**src/hdl/vgn_pkg.sv**
```systemverilog
// ----------------------------------------------------------------------------
// vgn_pkg: shared types and constants for the volume gradient block
// Controller state, command and status structs, register indexes.
// ----------------------------------------------------------------------------
package vgn_pkg;

  localparam int unsigned DepthLimit = 4096;
  localparam logic [7:0] GradOffset = 8'd127;

  localparam logic [1:0] RegWidth  = 2'd0;
  localparam logic [1:0] RegHeight = 2'd1;
  localparam logic [1:0] RegDepth  = 2'd2;
  localparam logic [1:0] RegAlpha  = 2'd3;

  localparam logic [1:0] AlphaNone  = 2'd0;
  localparam logic [1:0] AlphaVoxel = 2'd1;
  localparam logic [1:0] AlphaMag   = 2'd2;

  typedef enum logic [3:0] {
    ST_IDLE,
    ST_RD_XL,
    ST_RD_XH,
    ST_RD_YL,
    ST_RD_YH,
    ST_RD_ZL,
    ST_RD_MID,
    ST_WRITE,
    ST_SQRT,
    ST_OUT
  } vgn_state_e;

  typedef struct packed {
    logic       clear;     // restart counters
    logic       take;      // latch input item
    logic [2:0] rd_sel;    // neighbor being read
    logic       rd_en;
    logic       rd_cap;    // capture read data of previous read
    logic [2:0] cap_sel;
    logic       wr_en;
    logic       advance;   // bump write/out positions and in_count
    logic       sqrt_start;
    logic       out_load;
  } vgn_cmd_t;

  typedef struct packed {
    logic loading;
    logic emit;
    logic ignore;
    logic sqrt_done;
    logic last;
  } vgn_sts_t;

  localparam logic [2:0] SelXl  = 3'd0;
  localparam logic [2:0] SelXh  = 3'd1;
  localparam logic [2:0] SelYl  = 3'd2;
  localparam logic [2:0] SelYh  = 3'd3;
  localparam logic [2:0] SelZl  = 3'd4;
  localparam logic [2:0] SelMid = 3'd5;

endpackage

```
**src/hdl/vgn_ctrl.sv**
```systemverilog
// ----------------------------------------------------------------------------
// vgn_ctrl: sequencer for one voxel request
// Walks the neighbor reads, the store write, the square root and the result.
// ----------------------------------------------------------------------------
module vgn_ctrl (
  input  logic              clk_i,
  input  logic              rst_ni,
  input  logic              in_valid_i,
  output logic              in_ready_o,
  output logic              out_valid_o,
  input  logic              out_ready_i,
  input  logic              cfg_wr_i,
  input  logic [1:0]        alpha_mode_i,
  input  vgn_pkg::vgn_sts_t sts_i,
  output vgn_pkg::vgn_cmd_t cmd_o
);
  import vgn_pkg::*;

  vgn_state_e state_q, state_d;
  logic       out_valid_q, out_valid_d;
  // input waits after a register write while plane and then volume sizes are registered
  logic       cfg_d1_q, cfg_d2_q;

  // the output register frees once taken; a new request may enter meanwhile
  wire out_free = !out_valid_q || out_ready_i;

  always_comb begin
    state_d = state_q;
    unique case (state_q)
      ST_IDLE: begin
        if (in_valid_i && in_ready_o) begin
          if (sts_i.ignore) state_d = ST_IDLE;
          else if (sts_i.emit) state_d = ST_RD_XL;
          else state_d = ST_WRITE;
        end
      end
      ST_RD_XL:  state_d = ST_RD_XH;
      ST_RD_XH:  state_d = ST_RD_YL;
      ST_RD_YL:  state_d = ST_RD_YH;
      ST_RD_YH:  state_d = ST_RD_ZL;
      ST_RD_ZL:  state_d = ST_RD_MID;
      ST_RD_MID: state_d = ST_WRITE;
      ST_WRITE:  state_d = (sts_i.emit && alpha_mode_i == AlphaMag) ? ST_SQRT
                         : (sts_i.emit ? ST_OUT : ST_IDLE);
      ST_SQRT:   if (sts_i.sqrt_done) state_d = ST_OUT;
      ST_OUT:    if (out_free) state_d = ST_IDLE;
      default:   state_d = ST_IDLE;
    endcase
    if (cfg_wr_i) state_d = ST_IDLE;
  end

  always_comb begin
    cmd_o = '0;
    in_ready_o = (state_q == ST_IDLE) && !cfg_wr_i && !cfg_d1_q && !cfg_d2_q;
    cmd_o.clear = cfg_wr_i;
    out_valid_d = out_valid_q && !out_ready_i;
    unique case (state_q)
      ST_IDLE: begin
        cmd_o.take = in_valid_i && in_ready_o;
      end
      ST_RD_XL: begin cmd_o.rd_en = 1'b1; cmd_o.rd_sel = SelXl; end
      ST_RD_XH: begin
        cmd_o.rd_en = 1'b1; cmd_o.rd_sel = SelXh;
        cmd_o.rd_cap = 1'b1; cmd_o.cap_sel = SelXl;
      end
      ST_RD_YL: begin
        cmd_o.rd_en = 1'b1; cmd_o.rd_sel = SelYl;
        cmd_o.rd_cap = 1'b1; cmd_o.cap_sel = SelXh;
      end
      ST_RD_YH: begin
        cmd_o.rd_en = 1'b1; cmd_o.rd_sel = SelYh;
        cmd_o.rd_cap = 1'b1; cmd_o.cap_sel = SelYl;
      end
      ST_RD_ZL: begin
        cmd_o.rd_en = 1'b1; cmd_o.rd_sel = SelZl;
        cmd_o.rd_cap = 1'b1; cmd_o.cap_sel = SelYh;
      end
      ST_RD_MID: begin
        cmd_o.rd_en = 1'b1; cmd_o.rd_sel = SelMid;
        cmd_o.rd_cap = 1'b1; cmd_o.cap_sel = SelZl;
      end
      ST_WRITE: begin
        cmd_o.rd_cap = sts_i.emit; cmd_o.cap_sel = SelMid;
        cmd_o.wr_en = sts_i.loading;
        cmd_o.advance = 1'b1;
        cmd_o.sqrt_start = sts_i.emit && alpha_mode_i == AlphaMag;
      end
      ST_SQRT: ;
      ST_OUT: begin
        if (out_free) begin
          cmd_o.out_load = 1'b1;
          out_valid_d = 1'b1;
        end
      end
      default: ;
    endcase
  end

  always_ff @(posedge clk_i or negedge rst_ni) begin
    if (!rst_ni) begin
      state_q <= ST_IDLE;
      out_valid_q <= 1'b0;
      cfg_d1_q <= 1'b0;
      cfg_d2_q <= 1'b0;
    end else begin
      state_q <= state_d;
      out_valid_q <= out_valid_d;
      cfg_d1_q <= cfg_wr_i;
      cfg_d2_q <= cfg_d1_q;
    end
  end

  assign out_valid_o = out_valid_q;

`ifndef ASSERT_OFF
  a_take_idle: assert property (@(posedge clk_i) disable iff (!rst_ni)
    cmd_o.take |-> state_q == ST_IDLE) else $error("take outside idle");
  a_load_free: assert property (@(posedge clk_i) disable iff (!rst_ni)
    cmd_o.out_load |-> out_free) else $error("result overwritten");
  a_sqrt_mode: assert property (@(posedge clk_i) disable iff (!rst_ni)
    state_q == ST_SQRT |-> alpha_mode_i == AlphaMag) else $error("sqrt in wrong mode");
`endif
endmodule

```
**config.mk**
```make
export PLATFORM = sky130hd
export DESIGN_NAME = vgn_ctrl
export DESIGN_NICKNAME = d
export VERILOG_FILES = /design/src/hdl/vgn_pkg.sv /design/src/hdl/vgn_ctrl.sv
export SDC_FILE = /design/constraint.sdc
export NUM_CORES = 1
export LEC_CHECK = 0
export ABC_AREA = 1
export BUFFER_PORTS_ARGS = -buffer_cell sky130_fd_sc_hd__buf_2
export CAP_MARGIN = 20
export CORE_AREA = 2 2 39 41
export DETAILED_ROUTE_END_ITERATION = 10
export DIE_AREA = 0 0 41 43
export PLACE_DENSITY = 0.84
export SLEW_MARGIN = 20
export SYNTH_ARGS = -nofsm -noshare
export SYNTH_HDL_FRONTEND = slang
export SYNTH_SLANG_ARGS = --single-unit
```
**constraint.sdc**
```tcl
create_clock -name clk_i -period 1.7 [get_ports clk_i]
set_clock_uncertainty 0.15 [all_clocks]
set_input_delay 0.51 -clock clk_i [delete_from_list [all_inputs] [get_ports clk_i]]
set_output_delay 0.51 -clock clk_i [all_outputs]
set_load 0.005 [all_outputs]
```
-- After elaboration in Yosys (flattened, before gate mapping)
Index checks and enable logic that the tools add are counted.
- add/subtract/negate cells: 0
- multiply operators: 0
- divide/modulo/power cells: 0
- order comparisons: 0
- equal/unequal tests: 13
- shift operators: 0
- multiplexer cells: 17
- bitwise logic cells: 0
- reduce and logical (&&, ||, !) cells: 14
- operator list (operator ; number):
    one-hot mux 4 bit (6 select lines) ; 2
    one-hot mux 4 bit (10 select lines) ; 1
    two-way mux 4 bit ; 6
    equality test 4 x 3 -> 1 bit, second input constant ; 4
    two-way mux 3 bit ; 3
    equality test 4 x 2 -> 1 bit, second input constant ; 2
    equality test 4 bit, second input constant ; 2
    logical AND 1 bit ; 6
    inequality test 3 bit, second input constant ; 2
    logical NOT 1 bit ; 5
    two-way mux 1 bit ; 5
    equality test 4 x 1 -> 1 bit, second input constant ; 1
    logical NOT 4 bit ; 1
    inequality test 3 x 2 -> 1 bit, second input constant ; 1
    AND reduction 3 bit ; 1
    equality test 2 bit, second input constant ; 1
    logical OR 1 bit ; 1
- flip-flop bits (word level): 7
- latch bits: 0
- RAM bits: 0
- bits in read-only memories: 0
- input bits: 12
- output and inout bits: 16
- logic and storage cells: 48
- memories kept: 0

-- Logic depth before layout (Yosys ltp)
- depth in word-level cells: 8
- depth in mapped cells: 8
- depth with buffers taken out: 8

-- Worst setup path after synthesis
No wires, ideal clock.
- path type: input port to output port
- start point: input port cfg_wr_i
- end point: output port cmd_o[12] (netlist bit)
- arrival: 914 ps
- path slack: 126 ps
- stages on the path: 3
- buffers on the path: 0
- path through: inv_1 nand3_1 nor3_1
- RTL lines (element ; line ; source):
    start: declaration ; vgn_ctrl.sv:12 ; input logic cfg_wr_i,
    end: declaration ; vgn_ctrl.sv:15 ; output vgn_pkg::vgn_cmd_t cmd_o

==> run_results.csv <==
group,metric,value,unit
status,status,"finished with violations",
status,violations,"setup timing",
placed_design,placedInstanceArea,749.5,µm²
layout,antenna_cells,0,
synthesis,avgSynthCellArea,6.509,µm²
min_path,holdPathStages,0,
floorplanning,die_h,43,µm
synthesis,ys_seq_elements,7,
clocking,cts_tree,"yes",
route,wl_met1,555,µm
placed_design,port-buffer-count,26,
synthesis,synthAdderAreaFrac,0,%
synthesis,synth_nets,96,
synthesis,synth_top_family_by_area,"simple AND/OR/NAND/NOR gates",
clocking,cts_max_path_buffers,2,
synthesis,synth.top_cells.by_count,"nand2_1, inv_1, nor2_1",
sta,setup_viol,14,
global_routing,grt_max_degree,8,
layout,multiInputGateArea,337.8,µm²
power,p_sw_share,38.70,%
route,wl_per_cell,9.782,µm
global_routing,grt_pass1_vias,594,
power,seq_power_share,30.8,%
synthesis,synth-xor-area-share,0,%
power,intPower,448.5,µW
placed_design,place_congestion,0.7587,
synthesis,synthCells,84,
sta,grt_setup_unrepaired,"true",
sta,hold_slack,0.2221,ns
sta,fin_crit,1.913,ns
synthesis,synth_compound_area_share,7.551,%
synthesis,synth_top_flop_cell,"dfrtp_1",
floorplanning,die_w,41,µm
power,power.density,834.3,nW/µm²
setup_path,crit_type,"flop to output port",
route,ant_nets,0,
synthesis,yosys.area_share.simple,47.14,%
clocking,cts.clk_slew.worst_paths,0.05,ns
setup_path,crit_path_start_kind,"flop",
clocking,cts_root_buf,"clkbuf_4",
layout,register_area,180.2,µm²
route,drt_drc_violations_left,0,
job,max_cap_violations,0,
synthesis,synth_edf_count,0,
synthesis,yosysMostFrequentCell,"nand2_1",
synthesis,muxShareOfSynthArea,0,%
route,dr.pass1.iters,2,
synthesis,syn-cell-area,546.8,µm²
min_path,hp-class,"flop to flop",
setup_path,worstPathRequired,1.04,ns
route,top_layer,"met3",
layout,final_nets,139,
synthesis,yosysTopAreaCell,"dfrtp_1",
route,wl_met2,739,µm
global_routing,antenna_found_initial,0,
route,wirelength,1389,µm
clocking,htree_num_levels,1,
clocking,insertion_delay,0.25,ns
setup_path,reg2regPathDepth,7,
route,viasPerCell,4.542,
route,dr_total_vias,645,
route,wl_met3,94,µm
layout,drive_gt1_share,50.00,%
power,clkPwrFrac,20.2,%
global_routing,grt_usage,18.29,%
setup_path,critical_path_arrival,1.25,ns
power,power.switching,283.2,µW
floorplanning,num_rows,14,
sta,layout_setup_ws,-0.2132,ns
power,power_frac_comb,49.0,%
synthesis,yosysTopAreaCellShare,32.04,%
setup_path,end_kind,"output port",
layout,area_growth,60.41,%
sta,final_max_slew_viol_count,0,
floorplanning,start_util,39.51,%
clocking,cts_buffers,3,
floorplanning,core-area,1384,µm²
synthesis,yosys_warnings,0,
clocking,cts_sinks,7,
floorplanning,io_pins,28,
layout,design_area,877.1,µm²
route,drtIter0Drc,2,
floorplanning,dieArea,1763,µm²
placed_design,dp_hpwl,1071,µm
power,p_leak,0.5187,nW
synthesis,async_flop_share,100.0,%
synthesis,yosys.cell_types.count,20,
sta,period_share,112.5,%
global_routing,grt_overflow,0,
power,ir_drop,0.4822,mV
setup_path,r2r_slack,0.18,ns
synthesis,synth-seq-area-share,32.04,%
synthesis,synth.area.top_cells,"dfrtp_1, nand2_1, inv_1",
setup_path,critPathMaxFanout,5,
sta,hold_violations,0,
layout,fillers,137,
placed_design,dpl_worst_slack,-0.07631,ns
sta,slew_headroom,87.74,%
sta,worst_pin_slew,0.1839,ns
sta,clock.fmax,522.7,MHz
global_routing,grt_pass1_wl,2221,µm
-- cells in the final DEF (no fill, tap or decap), types with 2 or more instances in the layout --
| cell type | Yosys | layout |
|---|---|---|
| clkbuf_4 | 0 | 3 |
| nand3_1 | 6 | 5 |
| nand2_2 | 5 | 3 |
| dfrtp_1 | 7 | 3 |
| nor2_4 | 2 | 3 |
| buf_6 | 0 | 3 |
| nand2_4 | 0 | 2 |
| nand2_1 | 18 | 18 |
| dfrtp_2 | 0 | 4 |
| buf_4 | 1 | 9 |
| nor3_2 | 1 | 2 |
| buf_2 | 0 | 26 |
| nor2_2 | 2 | 2 |
| inv_1 | 16 | 15 |
| nor2_1 | 13 | 12 |
| o21ai_1 | 2 | 2 |
-- kinds of logic (layout without fill, tap and decap cells) --
family | count (synthesis) | in the layout
DFF | 7 | 7
AOI/OAI and AO/OA | 6 | 6
buffers and inverters | 18 | 60
and+or+nand+nor | 53 | 53
-- power by group through the flow --
stage	combinational, mW	clock [mW]	sequential (mW)
after floorplan	0.182	0	0.212
after global placement	0.296	0	0.218
after detailed placement	0.306	0	0.218
after CTS	0.348	0.153	0.225
after global routing	0.403	0.161	0.228
final	0.358	0.148	0.225
-- metal layers --
layer,vias to the layer above,global-route usage (%)
met1,280,20.74
met2,24,32.19
met3,0,1.571
met5,-,0
li1,341,-
met4,0,8.000
-- sequential cells by signal, summed over array words and instances (netlist names) --
| signal | count |
|---|---|
| cfg_d1_q | 1 |
| cfg_d2_q | 1 |
| out_valid_o | 1 |
| state_q | 4 |
-- path summary, 6_finish.rpt --
kind	from	endpoint
min in group asynchronous	rst_ni	cfg_d2_q
max	state_q[1]	cmd_o[12]
min reg2reg	cfg_d1_q	cfg_d2_q
min	cfg_d1_q	cfg_d2_q
max reg2reg	state_q[1]	state_q[0]
max in group asynchronous	rst_ni	state_q[3]
-- critical path, stage by stage, from the launching register on --
cell and delay (ns):
dfrtp_2 0.46, nor2_4 0.19, nand3_2 0.12, nor3_2 0.11, buf_2 0.13
-- cell type report --
cell class / count / area share (%)
Tap cell: 16 / 2.282
Sequential cell: 7 / 20.54
Inverter: 17 / 8.131
Multi-Input combinational cell: 59 / 38.52
Timing Repair Buffer: 39 / 27.53
Clock buffer: 4 / 2.996
-- through the flow --
step / utilization (%) / power [mW] / setup TNS, ns / cells
global route: 63.38 / 0.7925 / -3.180 / 142
detailed placement: 54.16 / 0.5243 / -0.07631 / 133
global placement: 54.16 / 0.5137 / -0.01576 / 133
CTS: 62.12 / 0.7263 / -2.453 / 141
finish: 63.38 / 0.7317 / -2.233 / 142
floorplan: - / 0.3942 / 0 / 84
-- what timing repair did --
item	in CTS	in global routing
hold endpoints to repair	7	0
endpoints found under the setup margin	14	14
pin swaps	4	4
resized for setup	14	4
buffers inserted	3	1
cloned	0	0
hold buffers	1	0
(Power assumes the default switching activity.)
